==> src/hdl/bstk_pkg.sv <==
`timescale 1ns / 1ps
// ---------------------------------------------------------------------------
// bstk_pkg
// Shared types and codes for the bounded stack with palindrome check.
// ---------------------------------------------------------------------------
package bstk_pkg;

   typedef enum logic [1:0] {
      OP_PUSH = 2'd0,
      OP_POP  = 2'd1,
      OP_PAL  = 2'd2,
      OP_SHOW = 2'd3
   } op_type;

   typedef enum logic [1:0] {
      ST_OK       = 2'd0,
      ST_OVERFLOW = 2'd1,
      ST_EMPTY    = 2'd2
   } status_type;

   typedef enum logic [2:0] {
      CS_IDLE,
      CS_DISPATCH,
      CS_RESP,
      CS_POP_RD,
      CS_PAL_CMP,
      CS_SHOW_RD
   } ctrl_state_type;

   // One result item as it leaves the sequencer.
   typedef struct packed {
      status_type         status;
      logic signed [31:0] result_value;
      logic               is_palindrome;
      logic [4:0]         entry_count;
      logic               last_result;
   } rsp_item_type;

endpackage

==> src/hdl/bounded_stack_with_palindrome_check.sv <==
`timescale 1ns / 1ps
// ---------------------------------------------------------------------------
// bounded_stack_with_palindrome_check
// Fixed-depth LIFO of signed 32-bit words with pop, palindrome check and
// bottom-to-top display, held in a dual-read entry store.
// ---------------------------------------------------------------------------
//
//  Channel   Direction  Carries
//  --------  ---------  ---------------------------------------------------
//  req_*     in         one request: opcode in tuser, data_value in tdata
//  rsp_*     out        result items: status in tuser, value/flags in tdata,
//                       last result of a request on tlast
//
//  Push, pop and a failed or trivial request go from accept through dispatch
//  to a result state and then into the output register; the pop read
//  overlaps dispatch. The sequencer is ready for the next request in the
//  cycle after its last result is taken. Palindrome walks one mirrored pair
//  per cycle through both read ports. Display sends one entry per cycle
//  while the result channel is not stalled. Reset clears the fill count,
//  sequencer and output valid flag; stored words are not cleared. A stall
//  on rsp_tready holds the sequencer on the current result.
//
module bounded_stack_with_palindrome_check #(
   parameter int DEPTH = 16
) (
   input  logic        clock,
   input  logic        reset,
   input  logic        req_tvalid,
   output logic        req_tready,
   input  logic [7:0]  req_tuser,   // [1:0] opcode, [7:2] zero
   input  logic [31:0] req_tdata,   // [31:0] data_value
   output logic        rsp_tvalid,
   input  logic        rsp_tready,
   output logic [7:0]  rsp_tuser,   // [1:0] status, [7:2] zero
   output logic [39:0] rsp_tdata,   // [31:0] result_value, [32] is_palindrome,
                                    // [37:33] entry_count, [39:38] zero
   output logic        rsp_tlast    // last_result
);

   localparam int AW = $clog2(DEPTH);

   logic                   wr_en;
   logic [AW-1:0]          wr_addr;
   logic signed [31:0]     wr_data;
   logic [AW-1:0]          rd_addr_a;
   logic [AW-1:0]          rd_addr_b;
   logic signed [31:0]     rd_data_a;
   logic signed [31:0]     rd_data_b;

   logic                   res_valid;
   logic                   res_ready;
   bstk_pkg::rsp_item_type res_item;

   // output register parts the sequencer from the result channel
   logic                   out_valid_ff, out_valid_in;
   bstk_pkg::rsp_item_type out_item_ff, out_item_in;

   bstk_mem #(
      .DEPTH (DEPTH)
   ) u_mem (
      .clock     (clock),
      .wr_en     (wr_en),
      .wr_addr   (wr_addr),
      .wr_data   (wr_data),
      .rd_addr_a (rd_addr_a),
      .rd_addr_b (rd_addr_b),
      .rd_data_a (rd_data_a),
      .rd_data_b (rd_data_b)
   );

   bstk_ctrl #(
      .DEPTH (DEPTH)
   ) u_ctrl (
      .clock     (clock),
      .reset     (reset),
      .req_valid (req_tvalid),
      .req_ready (req_tready),
      .req_op    (bstk_pkg::op_type'(req_tuser[1:0])),
      .req_data  (req_tdata),
      .res_valid (res_valid),
      .res_ready (res_ready),
      .res_item  (res_item),
      .wr_en     (wr_en),
      .wr_addr   (wr_addr),
      .wr_data   (wr_data),
      .rd_addr_a (rd_addr_a),
      .rd_addr_b (rd_addr_b),
      .rd_data_a (rd_data_a),
      .rd_data_b (rd_data_b)
   );

   // take a new result when the register is empty or being drained
   assign res_ready = !out_valid_ff || rsp_tready;

   always_comb begin
      out_valid_in = out_valid_ff;
      out_item_in  = out_item_ff;
      if (res_valid && res_ready) begin
         out_valid_in = 1'b1;
         out_item_in  = res_item;
      end else if (rsp_tready) begin
         out_valid_in = 1'b0;
      end
   end

   always_ff @(posedge clock) begin
      if (reset) begin
         out_valid_ff <= 1'b0;
      end else begin
         out_valid_ff <= out_valid_in;
      end
   end

   always_ff @(posedge clock) begin
      out_item_ff <= out_item_in;
   end

   assign rsp_tvalid = out_valid_ff;
   assign rsp_tuser  = {6'b0, out_item_ff.status};
   assign rsp_tdata  = {2'b0, out_item_ff.entry_count, out_item_ff.is_palindrome,
                        out_item_ff.result_value};
   assign rsp_tlast  = out_item_ff.last_result;

endmodule

==> src/hdl/bstk_mem.sv <==
`timescale 1ns / 1ps
// ---------------------------------------------------------------------------
// bstk_mem
// Entry store: one write port, two read ports, registered read data.
// ---------------------------------------------------------------------------
module bstk_mem #(
   parameter int DEPTH = 16
) (
   input  logic                     clock,
   input  logic                     wr_en,
   input  logic [$clog2(DEPTH)-1:0] wr_addr,
   input  logic signed [31:0]       wr_data,
   input  logic [$clog2(DEPTH)-1:0] rd_addr_a,
   input  logic [$clog2(DEPTH)-1:0] rd_addr_b,
   output logic signed [31:0]       rd_data_a,
   output logic signed [31:0]       rd_data_b
);

   logic signed [31:0] mem [DEPTH];
   logic signed [31:0] rd_a_ff;
   logic signed [31:0] rd_b_ff;

   always_ff @(posedge clock) begin
      if (wr_en) begin
         mem[wr_addr] <= wr_data;
      end
   end

   always_ff @(posedge clock) begin
      rd_a_ff <= mem[rd_addr_a];
      rd_b_ff <= mem[rd_addr_b];
   end

   assign rd_data_a = rd_a_ff;
   assign rd_data_b = rd_b_ff;

endmodule

==> src/hdl/bstk_ctrl.sv <==
`timescale 1ns / 1ps
// ---------------------------------------------------------------------------
// bstk_ctrl
// Sequencer: decodes a request, updates the fill count, drives the entry
// store ports and builds result items.
// ---------------------------------------------------------------------------
module bstk_ctrl #(
   parameter int DEPTH = 16
) (
   input  logic                     clock,
   input  logic                     reset,
   input  logic                     req_valid,
   output logic                     req_ready,
   input  bstk_pkg::op_type         req_op,
   input  logic signed [31:0]       req_data,
   output logic                     res_valid,
   input  logic                     res_ready,
   output bstk_pkg::rsp_item_type   res_item,
   output logic                     wr_en,
   output logic [$clog2(DEPTH)-1:0] wr_addr,
   output logic signed [31:0]       wr_data,
   output logic [$clog2(DEPTH)-1:0] rd_addr_a,
   output logic [$clog2(DEPTH)-1:0] rd_addr_b,
   input  logic signed [31:0]       rd_data_a,
   input  logic signed [31:0]       rd_data_b
);

   localparam int AW = $clog2(DEPTH);
   localparam int CW = $clog2(DEPTH + 1);

   bstk_pkg::ctrl_state_type state_ff, state_in;
   bstk_pkg::op_type         op_ff, op_in;
   bstk_pkg::status_type     status_ff, status_in;
   logic signed [31:0]       data_ff, data_in;
   logic [CW-1:0]            count_ff, count_in;
   logic [AW-1:0]            idx_a_ff, idx_a_in;
   logic [AW-1:0]            idx_b_ff, idx_b_in;
   logic                     pal_ff, pal_in;

   logic          is_full;
   logic          is_empty;
   logic [AW:0]   span;
   logic          show_last;

   assign is_full   = (count_ff == CW'(DEPTH));
   assign is_empty  = (count_ff == '0);
   assign span      = {1'b0, idx_b_ff} - {1'b0, idx_a_ff};
   assign show_last = ((CW'(idx_a_ff) + CW'(1)) == count_ff);

   always_ff @(posedge clock) begin
      if (reset) begin
         state_ff <= bstk_pkg::CS_IDLE;
         count_ff <= '0;
      end else begin
         state_ff <= state_in;
         count_ff <= count_in;
      end
   end

   always_ff @(posedge clock) begin
      op_ff     <= op_in;
      data_ff   <= data_in;
      status_ff <= status_in;
      pal_ff    <= pal_in;
      idx_a_ff  <= idx_a_in;
      idx_b_ff  <= idx_b_in;
   end

   always_comb begin
      state_in  = state_ff;
      op_in     = op_ff;
      data_in   = data_ff;
      status_in = status_ff;
      pal_in    = pal_ff;
      count_in  = count_ff;
      idx_a_in  = idx_a_ff;
      idx_b_in  = idx_b_ff;
      req_ready = 1'b0;
      res_valid = 1'b0;
      wr_en     = 1'b0;

      res_item.status        = status_ff;
      res_item.result_value  = '0;
      res_item.is_palindrome = pal_ff;
      res_item.entry_count   = 5'(count_ff);
      res_item.last_result   = 1'b1;

      unique case (state_ff)
         bstk_pkg::CS_IDLE: begin
            req_ready = 1'b1;
            if (req_valid) begin
               op_in    = req_op;
               data_in  = req_data;
               state_in = bstk_pkg::CS_DISPATCH;
            end
         end
         bstk_pkg::CS_DISPATCH: begin
            pal_in    = 1'b0;
            status_in = bstk_pkg::ST_OK;
            unique case (op_ff)
               bstk_pkg::OP_PUSH: begin
                  if (is_full) begin
                     status_in = bstk_pkg::ST_OVERFLOW;
                  end else begin
                     wr_en    = 1'b1;
                     count_in = count_ff + CW'(1);
                  end
                  state_in = bstk_pkg::CS_RESP;
               end
               bstk_pkg::OP_POP: begin
                  if (is_empty) begin
                     status_in = bstk_pkg::ST_EMPTY;
                     state_in  = bstk_pkg::CS_RESP;
                  end else begin
                     count_in = count_ff - CW'(1);
                     idx_a_in = AW'(count_ff - CW'(1));
                     state_in = bstk_pkg::CS_POP_RD;
                  end
               end
               bstk_pkg::OP_PAL: begin
                  if (count_ff < CW'(2)) begin
                     pal_in   = 1'b1;
                     state_in = bstk_pkg::CS_RESP;
                  end else begin
                     idx_a_in = '0;
                     idx_b_in = AW'(count_ff - CW'(1));
                     state_in = bstk_pkg::CS_PAL_CMP;
                  end
               end
               bstk_pkg::OP_SHOW: begin
                  if (is_empty) begin
                     status_in = bstk_pkg::ST_EMPTY;
                     state_in  = bstk_pkg::CS_RESP;
                  end else begin
                     idx_a_in = '0;
                     state_in = bstk_pkg::CS_SHOW_RD;
                  end
               end
            endcase
         end
         bstk_pkg::CS_RESP: begin
            res_valid = 1'b1;
            if (res_ready) begin
               state_in = bstk_pkg::CS_IDLE;
            end
         end
         bstk_pkg::CS_POP_RD: begin
            // hold the address while stalled so the read data stays put
            res_valid             = 1'b1;
            res_item.result_value = rd_data_a;
            if (res_ready) begin
               state_in = bstk_pkg::CS_IDLE;
            end
         end
         bstk_pkg::CS_PAL_CMP: begin
            if (rd_data_a != rd_data_b) begin
               pal_in   = 1'b0;
               state_in = bstk_pkg::CS_RESP;
            end else if (span <= (AW + 1)'(2)) begin
               pal_in   = 1'b1;
               state_in = bstk_pkg::CS_RESP;
            end else begin
               idx_a_in = idx_a_ff + AW'(1);
               idx_b_in = idx_b_ff - AW'(1);
            end
         end
         bstk_pkg::CS_SHOW_RD: begin
            res_valid             = 1'b1;
            res_item.result_value = rd_data_a;
            res_item.last_result  = show_last;
            if (res_ready) begin
               if (show_last) begin
                  state_in = bstk_pkg::CS_IDLE;
               end else begin
                  idx_a_in = idx_a_ff + AW'(1);
               end
            end
         end
         default: begin
            state_in = bstk_pkg::CS_IDLE;
         end
      endcase
   end

   // Reads follow the next index so the data lines up with the index register.
   assign rd_addr_a = idx_a_in;
   assign rd_addr_b = idx_b_in;
   assign wr_addr   = AW'(count_ff);
   assign wr_data   = data_ff;

endmodule

==> config.mk <==
export PLATFORM = sky130hd
export DESIGN_NAME = bounded_stack_with_palindrome_check
export DESIGN_NICKNAME = d
export VERILOG_FILES = /design/src/hdl/bstk_pkg.sv /design/src/hdl/bounded_stack_with_palindrome_check.sv /design/src/hdl/bstk_mem.sv /design/src/hdl/bstk_ctrl.sv
export SDC_FILE = /design/constraint.sdc
export NUM_CORES = 1
export LEC_CHECK = 0
export ABC_AREA = 1
export CORE_MARGIN = 2
export CORE_UTILIZATION = 55
export DETAILED_ROUTE_END_ITERATION = 6
export DONT_BUFFER_PORTS = 1
export PLACE_DENSITY = 0.7
export SYNTH_ARGS = -nofsm -noshare
export SYNTH_HDL_FRONTEND = slang
export SYNTH_SLANG_ARGS = --single-unit
==> constraint.sdc <==
create_clock -name clock -period 4.9 [get_ports clock]
set_input_delay 0.98 -clock clock [delete_from_list [all_inputs] [get_ports clock]]
set_output_delay 0.98 -clock clock [all_outputs]
set_load 0.05 [all_outputs]
Yosys cells after proc, flatten, opt, wreduce, memory -nomap -nowiden
Memory sizes are Yosys's and may differ from the RTL's. A register that Yosys moved wholly into a read port is not among the register bits.
Index checks and enable logic that the tools add are counted.
{"block": "classes", "add_sub_neg": 6, "n_eq_ne": 18, "n_mux": 45, "n_lt_le_gt_ge": 2, "n_reduce_logical": 17}
{"cell": "2-to-1 mux 4 bit", "n": 11}
{"cell": "!= test 32 bit", "n": 1}
{"cell": "2-to-1 mux 3 bit", "n": 8}
{"cell": "case mux 4 bit (3 select lines)", "n": 2}
{"cell": "2-to-1 mux 1 bit", "n": 15}
{"cell": "case mux 3 bit (5 select lines)", "n": 1}
{"cell": "case mux 3 bit (4 select lines)", "n": 1}
{"cell": "2-to-1 mux 5 bit", "n": 2}
{"cell": "case mux 5 bit (2 select lines)", "n": 1}
{"cell": "!= test 2 bit (second input constant)", "n": 4}
{"cell": "case mux 4 bit (2 select lines)", "n": 1}
{"cell": "equality test 3 x 2 -> 1 bit (second input constant)", "n": 2}
{"cell": "equality test 3 bit (second input constant)", "n": 2}
{"cell": "nonzero test 2 bit", "n": 3}
{"cell": "OR reduction 2 bit", "n": 3}
{"cell": "adder 4 x 1 -> 5 bit (second input constant)", "n": 1}
{"cell": "adder 5 x 1 -> 5 bit (second input constant)", "n": 1}
{"cell": "equality test 5 bit", "n": 1}
{"cell": "equality test 5 bit (second input constant)", "n": 1}
{"cell": "less-or-equal comparator 5 x 2 -> 1 bit (second input constant)", "n": 1}
{"cell": "zero test 5 bit", "n": 1}
{"cell": "less-than comparator 5 x 2 -> 1 bit (second input constant)", "n": 1}
{"cell": "AND reduction 5 bit", "n": 1}
{"cell": "subtractor 4 x 4 -> 5 bit", "n": 1}
{"cell": "19 further kinds", "n": 22}
{"block": "totals", "input_bits": 44, "ff_bits": 95, "mem_bits_rw": 512, "out_inout_bits": 51, "elab_cells": 103, "memories": 1}
{"memory": "u_mem.mem", "words": 16, "width": 32, "rd": 2, "rd_ports_with_merged_regs": 2, "write_ports": 1, "line_no": "bstk_mem.sv:19", "source": "logic signed [31:0] mem [DEPTH];"}

Logic depth before layout (Yosys ltp)
Gate-level depths: netlist of run 1.
{"block": "logic_depth", "depth_word": 6, "depth_mapped": 22, "depth_no_buf": 20}

Modules after synthesis
A second synthesis of run 1 with hierarchy kept.
{"block": "unflattened", "cells_unflattened": 3886, "hier_area_um2": 33684.8}
{"module": "bstk_mem", "n_inst": 1, "area_each_um2": 28673.8, "seq_area_each_um2": 16656.0, "cells_per_inst": 3317}
{"module": "bstk_ctrl", "n_inst": 1, "area_each_um2": 3668.5, "seq_area_each_um2": 1431.4, "cells_per_inst": 513}
{"module": "bounded_stack_with_palindrome_check", "n_inst": 1, "area_each_um2": 1342.5, "seq_area_each_um2": 1251.2, "cells_per_inst": 56}

Worst setup path after synthesis of run 1
No wires, ideal clock.
{"block": "synth_path", "path_kind": "reg2reg", "startpoint": "register u_ctrl.count_ff[0]", "endpoint": "memory u_mem.mem[3][0] (enable)", "t_arrival_ns": 3.557, "t_required_ns": 4.439, "setup_ns": 0.461, "path_buffers": 0, "path_slack_ns": 0.882, "stages_incl_launch_ff": 8, "period_less_slack_ns": 4.018, "path_cell_list": "dfxtp_1 -> inv_1 -> ha_1 -> inv_1 -> nor3_1 -> nor3_1 -> inv_1 -> nor3_1"}
{"block": "synth_via", "elab_chain_cells": 6}
{"item": "start, declared", "line_no": "bstk_ctrl.sv:35", "source": "logic [CW-1:0] count_ff, count_in;"}
{"item": "start signal, assigned", "line_no": "bstk_ctrl.sv:56", "source": "count_ff <= count_in;"}
{"item": "equality test 5 bit", "line_no": "bstk_ctrl.sv:45", "source": "assign is_full = (count_ff == CW'(DEPTH));"}
{"item": "2-to-1 mux 1 bit", "line_no": "bstk_ctrl.sv:102", "source": "if (is_full) begin"}
{"item": "2-to-1 mux 1 bit", "line_no": "bstk_ctrl.sv:100", "source": "unique case (op_ff)"}
{"item": "2-to-1 mux 1 bit", "line_no": "bstk_ctrl.sv:88", "source": "unique case (state_ff)"}
{"item": "2-to-1 mux 1 bit", "line_no": "bstk_mem.sv:24", "source": "if (wr_en) begin"}
{"item": "2-to-1 mux 1 bit (not written as such)", "line_no": "bstk_mem.sv:25", "source": "mem[wr_addr] <= wr_data;"}
{"item": "end, declared", "line_no": "bstk_mem.sv:19"}
Parallel ways exist; a longest one is shown, timed or not.

Worst setup path in the final report of run 1
{"block": "layout_path", "startpoint": "register u_ctrl.idx_b_ff[0]", "endpoint": "register u_mem.rd_b_ff[12], in the netlist u_mem.rd_data_b[12] (read register of u_mem.mem)"}
{"block": "layout_via", "elab_chain_cells": 5, "elab_cells_between_ends": 8, "classes_between": "add/sub (2); order compare (1); mux (5)"}
{"item": "start, declared", "line_no": "bstk_ctrl.sv:37", "source": "logic [AW-1:0] idx_b_ff, idx_b_in;"}
{"item": "start signal, assigned", "line_no": "bstk_ctrl.sv:66", "source": "idx_b_ff <= idx_b_in;"}
{"item": "subtractor 4 x 4 -> 5 bit", "line_no": "bstk_ctrl.sv:47", "source": "assign span = {1'b0, idx_b_ff} - {1'b0, idx_a_ff};"}
{"item": "less-or-equal comparator 5 x 2 -> 1 bit", "line_no": "bstk_ctrl.sv:159", "source": "end else if (span <= (AW + 1)'(2)) begin"}
{"item": "2-to-1 mux 4 bit", "line_no": "bstk_ctrl.sv:159"}
{"item": "2-to-1 mux 4 bit", "line_no": "bstk_ctrl.sv:156", "source": "if (rd_data_a != rd_data_b) begin"}
{"item": "case mux 4 bit (2 select lines) *", "line_no": "bstk_ctrl.sv:88"}
{"item": "end, declared", "line_no": "bstk_mem.sv:21", "source": "logic signed [31:0] rd_b_ff;"}
Mark *: on every way between the ends. The rest lies on a longest branch, timed or not.
A chain may end at the register's enable or synchronous reset.

==> results.md, run 1 <==
- Final Hold Viols: 0
- Switching power: 12.54 mW
- Synth warn: 0
- Failing checks: DRC
- Status: finished with violations
- Clock Power Share: 20.5%
- Avg Vias per Cell: 6.041
- Top cells by area, synth: edfxtp_1, nand3_1, nand2_1, inv_1, dfxtp_1
- Final cell count without fillers: 4,641
- RSZ-0062 raised after global routing: false
- Die height: 252.4 µm
- Flop pwr share: 30.7%
- Area leader, netlist: edfxtp_1
- Initial core utilization: 55.30%
- CP endpoint kind: flip-flop
- Sw Ratio: 47.53%
- Max transition margin: 19.74%
- Netlist cell types: 41
- Number of max-cap violations: 0
- Die area: 63,710 µm²
- P_leak: 15.95 nW
- Clk sinks: 671
- F_max: 0.2405 GHz
- CTS tree: built
- CP Class: reg -> reg
- Top cell type's share of synthesized area: 52.20%
- Worst path bufs/invs: 4
- Root Buffer: clkbuf_16
- Crit Path Max Fanout: 49
- Post-DP Area: 34,640 µm²
- Int Power: 13.84 mW
- Top-count cell post-synth: nand3_1
- Drt wl/cell: 22.30 µm
- Setup TNS: 0 ns
- Initial antenna violation count: 1
- Critical path data required time: 5.46 ns
- Register bit total from synthesis: 671
- Crit-path max cell delay: 0.74 ns
- Worst-margin pin slew: 1.204 ns
- Clock slew at reported path FFs: 0.06 ns
- Congestion Overflow GR: 0
- Floorplan row count: 91
- Primary FF master, synth: edfxtp_1
- Worst Path Arrival: 4.72 ns
- Min-delay worst type: reg -> reg
- Synth cell count leaders: nand3_1, nand2_1, inv_1, edfxtp_1, buf_2
- CTS max path bufs: 3
- Ys async rst share: 0%
- DR iter-0 viols: 3,556
- Ports: 95
- Diode count: 0
- Vias in the first global route: 26,050
- DR pass1 iterations: 7
- Setup Fix Bufs, Post-CTS: 0
- Post-route cell area: 36,980 µm²
- Total Routed Length: 103.5 mm
- Final setup viols: 0
- Post-synth EDFFs: 590
- Tmin final: 4.158 ns
- Register area share after synthesis: 56.98%
- Largest delay share family, worst path: simple AND/OR/NAND/NOR gates
- Final HPWL DP: 53.73 mm
- Clock Latency Late Sink: 0.63 ns
- Slowest CP cell: clkinv_2
- Final ANT Viol Nets: 0
- Final Util: 60.26%
- Setup Skew: 0.03350 ns
- Comb pwr share: 48.8%
- Adder-Cell Fraction of Synth Area: 0.4645%
- Avg Inst Size Synth: 8.683 µm²
- Synth-to-Final Area Change: 8.969%
- CP Launch Type: flip-flop
- CP Cell Sequence: inv_1 > ha_1 > fa_1 > inv_1 > nand2_1 > nand3_1 > nor2_4 > nand2_1 > nand2_1 > nand2_1 > nand3_1 > nand3_1 > nand2_4 > nand2_8 > clkinv_2 > buf_4 > nand2_1 > nand3_1 > nand3_1 > nand3_1 > nand2_1
- Simple-gate share of the synthesized area: 30.00%
- H-Tree Depth: 3
- Gpl congestion: 0.9586
- Part of the cycle the worst path needs: 84.85%
- Via count: 28,030
- Die W: 252.4 µm
- Multiplexer share of the synthesized area: 0%
- Post-synthesis cell count: 3,909
- Synthesized area: 33,940 µm²
- Placed cell count: 4,507
- Final Slew Violations: 0
- Largest net degree at the start of global routing: 168
- Port buffer count: 0
- Pwr/cell area: 713.2 nW/µm²
- GRT Util Overall: 32.39%
- Peak VDD IR: 0.0008338 V
- Post-CTS Hold Fix Bufs: 0
- Core ar.: 61,370 µm²
- DRC Markers: 16
- Largest family of logic cells by synthesized area: simple AND/OR/NAND/NOR gates
- TritonCTS buffer count: 73
- Post-cts sizing count: 0
- First-pass GRT wire length: 155.0 mm
- Nets@finish: 3,848
- Worst hold slack: 0.4202 ns
- Post-Synth XOR/XNOR Area: 0.4645%
- Post-synthesis compound-gate area fraction: 1.559%
- Layout cell share with drive strength beyond 1: 6.050%
## stage by stage
| step | total power [mW] | worst slack, ns |
|---|---|---|
| after floorplan | 16.71 | 0.8821 |
| after global placement | 20.53 | 0.8725 |
| after detailed placement | 20.66 | 0.8707 |
| after CTS | 26.03 | 0.8391 |
| after global routing | 27.69 | 0.4660 |
| final | 26.38 | 0.7423 |
## cells by family after synthesis
logic type,after synthesis
adder cells (fa/ha/maj),12
buffers and inverters,879
AO/OA/AOI/OAI,81
AND/OR/NAND/NOR,2247
other,1
flip-flops,671
XOR/XNOR,18
## layer usage
metal	routed length, µm	GRT usage, %
met1	38780	42.79
met4	3789	13.22
met5	0	0
met2	47630	52.21
met3	13290	6.880
## power by group through the flow
stage	registers, mW	clock network [mW]	logic [mW]
final	8.10	5.40	12.9
after global routing	8.16	5.66	13.9
after CTS	8.08	5.43	12.5
after detailed placement	8.19	0	12.5
after global placement	8.17	0	12.4
after floorplan	7.95	0	8.76
## sequential cells by signal (all words and copies together), names as in the netlist
name,count
rsp_tvalid,1
u_ctrl.op_ff,2
u_ctrl.wr_data,32
u_mem.rd_data_a,32
u_ctrl.count_ff,5
u_mem.rd_data_b,32
rsp_tlast,1
rsp_tuser,2
u_ctrl.pal_ff,1
u_ctrl.status_ff,2
u_ctrl.idx_a_ff,4
u_mem.mem,512
u_ctrl.idx_b_ff,4
rsp_tdata,38
u_ctrl.state_ff,3
## layout make-up
| cell class | instances | area [µm²] |
|---|---|---|
| Sequential cell | 671 | 19340 |
| Clock buffer | 106 | 2072 |
| Multi-Input combinational cell | 2366 | 11260 |
| Timing Repair Buffer | 61 | 720.7 |
| Inverter | 619 | 2327 |
| Fill cell | 5077 | 24390 |
| Clock inverter | 28 | 272.8 |
| Tap cell | 790 | 988.4 |
## layout by cell type, fill, tap and decap left out, types with 4 or more instances in the layout
| cell type | count |
|---|---|
| nand3b_1 | 19 |
| clkbuf_8 | 10 |
| clkbuf_1 | 22 |
| clkinv_2 | 13 |
| o211ai_1 | 33 |
| o21ai_0 | 16 |
| inv_1 | 596 |
| conb_1 | 8 |
| clkinv_1 | 4 |
| ha_1 | 11 |
| nand3_1 | 1266 |
| nor3_2 | 8 |
| inv_2 | 19 |
| nor2_2 | 4 |
| nor2_1 | 75 |
| dfxtp_1 | 81 |
| nand2_1 | 840 |
| edfxtp_1 | 590 |
| clkbuf_16 | 74 |
| nand4_1 | 6 |
| buf_4 | 40 |
| a21oi_1 | 15 |
| nor2_4 | 15 |
| buf_12 | 21 |
| xnor2_1 | 16 |
## path summary, 6_finish.rpt
check | depth (start not counted) | endpoint | slack [ns] | startpoint
setup / recovery | 21 | u_mem.rd_data_b[12] | 0.74 | u_ctrl.idx_b_ff[0]
hold / removal | 0 | rsp_tuser[1] | 0.42 | u_ctrl.status_ff[1]
setup reg to reg | 21 | u_mem.rd_data_b[12] | 0.74 | u_ctrl.idx_b_ff[0]
hold reg to reg | 0 | rsp_tuser[1] | 0.42 | u_ctrl.status_ff[1]
Note: power is estimated with default switching activity, not from simulation.
==> run 2, diff against run 1 <==
Settings changed: ABC_AREA 1 to 0.
Clock period 4.9 ns to 3.9 ns, I/O delays scaled along.
==> results.md, run 2 <==
- F_max: 0.2650 GHz
- Post-synth EDFFs: 590
- Ports: 95
- Worst Path Arrival: 4.26 ns
- Part of the cycle the worst path needs: 96.77%
- Synth warn: 0
- Final Hold Viols: 0
- Top cell type's share of synthesized area: 57.61%
- Synth-to-Final Area Change: 14.37%
- Vias in the first global route: 20,430
- CTS max path bufs: 3
- Peak VDD IR: 0.0004659 V
- Filler Cell Count: 3,869
- Primary FF master, synth: edfxtp_1
- Crit Path Max Fanout: 62
- Worst path bufs/invs: 3
- Die W: 240.5 µm
- Number of max-cap violations: 0
- Total Routed Length: 82.78 mm
- Drt wl/cell: 25.49 µm
- Initial antenna violation count: 2
- Max transition margin: 20.60%
- Crit-path max cell delay: 0.45 ns
- Final Slew Violations: 0
- Final Util: 63.72%
- TritonCTS buffer count: 73
- CP Launch Type: flip-flop
- P_leak: 12.23 nW
- Synthesized area: 30,750 µm²
- CP endpoint kind: flip-flop
- Largest register FFs: 512
- Largest net degree at the start of global routing: 95
- Root Buffer: clkbuf_16
- DR iter-0 viols: 2,529
- Top-count cell post-synth: edfxtp_1
- Ys async rst share: 0%
- Post-synthesis cell count: 2,429
- Netlist cell types: 68
- Die height: 240.5 µm
- Clk sinks: 671
- Tot Pwr: 28.11 mW
- CP Cell Sequence: inv_1 > ha_2 > fa_2 > nor2_2 > nor4b_2 > mux2_4 > buf_4 > o311ai_0 > o311a_1 > o211a_4 > buf_12 > a32oi_1 > a22oi_1 > nand2_1
- Avg Inst Size Synth: 12.66 µm²
- Clock slew at reported path FFs: 0.06 ns
- Register area share after synthesis: 62.88%
- Die area: 57,830 µm²
- Largest delay share family, worst path: compound AO/OA/AOI/OAI gates
- Failing checks: DRC
- Final HPWL DP: 45.97 mm
- Port buffer count: 0
- Status: finished with violations
- Critical path data required time: 4.39 ns
- Setup TNS: 0 ns
- CTS tree: built
- Diode count: 0
- First-pass GRT wire length: 121.8 mm
- Floorplan row count: 86
- Register bit total from synthesis: 671
- Most flops, register: u_mem.mem
- Gpl congestion: 0.8849
- Most frequent cells in the layout: edfxtp_1, nand2_1, mux2i_1
- Min-delay worst type: in -> reg
- Pwr/cell area: 799.3 nW/µm²
- Top cells by area, synth: edfxtp_1, mux2i_1, dfxtp_1, nand2_1, a211oi_1
- Final setup viols: 0
- GRT Util Overall: 28.66%
- Layout cell share with drive strength beyond 1: 17.33%
- Core ar.: 55,200 µm²
- CP Class: reg -> reg
- Nets@finish: 2,495
- Synth cell count leaders: edfxtp_1, nand2_1, mux2i_1, nor2_1, a21oi_1
- H-Tree Depth: 3
- DRC Markers: 1
- Via count: 20,790
- Clock Latency Late Sink: 0.61 ns
- Tmin final: 3.774 ns
- Avg Vias per Cell: 6.403
- Post-CTS Hold Fix Bufs: 0
- Congestion Overflow GR: 0
- Initial core utilization: 55.71%
- Slowest CP cell: fa_2
- Most common cell after layout, fill and taps aside: edfxtp_1
- Worst-margin pin slew: 1.189 ns
- Area leader, netlist: edfxtp_1
- Final ANT Viol Nets: 0
- Setup Skew: 0.01888 ns
- DR pass1 iterations: 7
==> run 2: logic make-up (layout without fill, tap and decap cells) <==
logic type,after synthesis,after routing,share of synthesized area (%)
simple gates,744,744,10.69
fa+ha+maj,12,12,0.5126
other cells,1,8,0.01219
flops,671,671,62.88
compound gates,454,454,10.39
xor+xnor,46,46,1.310
buf+inv,208,271,3.442
mux,293,293,10.76
==> run 2: stage by stage <==
| stage | hold WS (ns) | worst slack [ns] | cells | area, µm² |
|---|---|---|---|---|
| 2_1_floorplan | 0.4003 | 0.3556 | 2436 | 30800 |
| 3_3_place_gp | 0.4068 | 0.1023 | 3107 | 32530 |
| 3_5_place_dp | 0.4066 | -0.01114 | 3107 | 32530 |
| 4_1_cts | 0.2134 | 0.03921 | 3244 | 35080 |
| 5_1_grt | 0.2248 | -0.006195 | 3247 | 35170 |
| 6_report | 0.2351 | 0.1258 | 3247 | 35170 |
==> run 2: worst paths after layout <==
kind                  startpoint                  end  slack [ns]  cells after the start
max reg2reg   u_ctrl.idx_b_ff[0]  u_mem.rd_data_a[23]        0.13                     14
max           u_ctrl.idx_b_ff[0]  u_mem.rd_data_a[23]        0.13                     14
min                        reset   u_ctrl.state_ff[0]        0.24                      1
min reg2reg  u_ctrl.status_ff[1]         rsp_tuser[1]        0.42                      0
==> run 2: power by group <==
| group | switching [mW] | internal, mW | total (mW) |
|---|---|---|---|
| clock | 2.77 | 4.33 | 7.10 |
| sequential | 1.19 | 9.02 | 10.2 |
| combinational | 6.57 | 4.24 | 10.8 |
| total | 10.5 | 17.6 | 28.1 |
==> run 2: what timing repair did <==
item | in CTS | in global routing
gates cloned | 0 | 1
setup buffers | 2 | 2
endpoints found under the setup margin | 18 | 64
pin swaps | 0 | 2
gates resized for setup | 1 | 14
endpoints found under the hold margin | 0 | 0
==> run 2: layer usage <==
| metal | wire, µm | share of wire, % | up-vias | track usage, % |
|---|---|---|---|---|
| li1 | - | - | 9179 | - |
| met1 | 33060 | 40 | 10300 | 37.48 |
| met2 | 39950 | 48 | 1109 | 47.44 |
| met3 | 6857 | 8.3 | 204 | 4.432 |
| met4 | 2920 | 3.5 | 0 | 12.70 |
| met5 | 0 | 0 | - | 0 |
==> run 2: area by class of cell <==
| type | instances | area [µm²] | area share [%] |
|---|---|---|---|
| Clock inverter | 30 | 347.8 | 0.9889 |
| Clock buffer | 105 | 2162 | 6.147 |
| Tap cell | 748 | 935.9 | 2.661 |
| Inverter | 13 | 53.80 | 0.1530 |
| Timing Repair Buffer | 123 | 1673 | 4.756 |
| Multi-Input combinational cell | 1557 | 10660 | 30.31 |
| Sequential cell | 671 | 19340 | 54.99 |
==> run 2: worst register-to-register path, delay by kind of cell, from the launching register on <==
family / cells / cell delay, ns
AO/OA/AOI/OAI: 5 / 1.51
adder cells (fa/ha/maj): 2 / 0.65
buffers and inverters: 3 / 0.60
flip-flops: 1 / 0.32
multiplexers: 1 / 0.30
AND/OR/NAND/NOR: 3 / 0.27
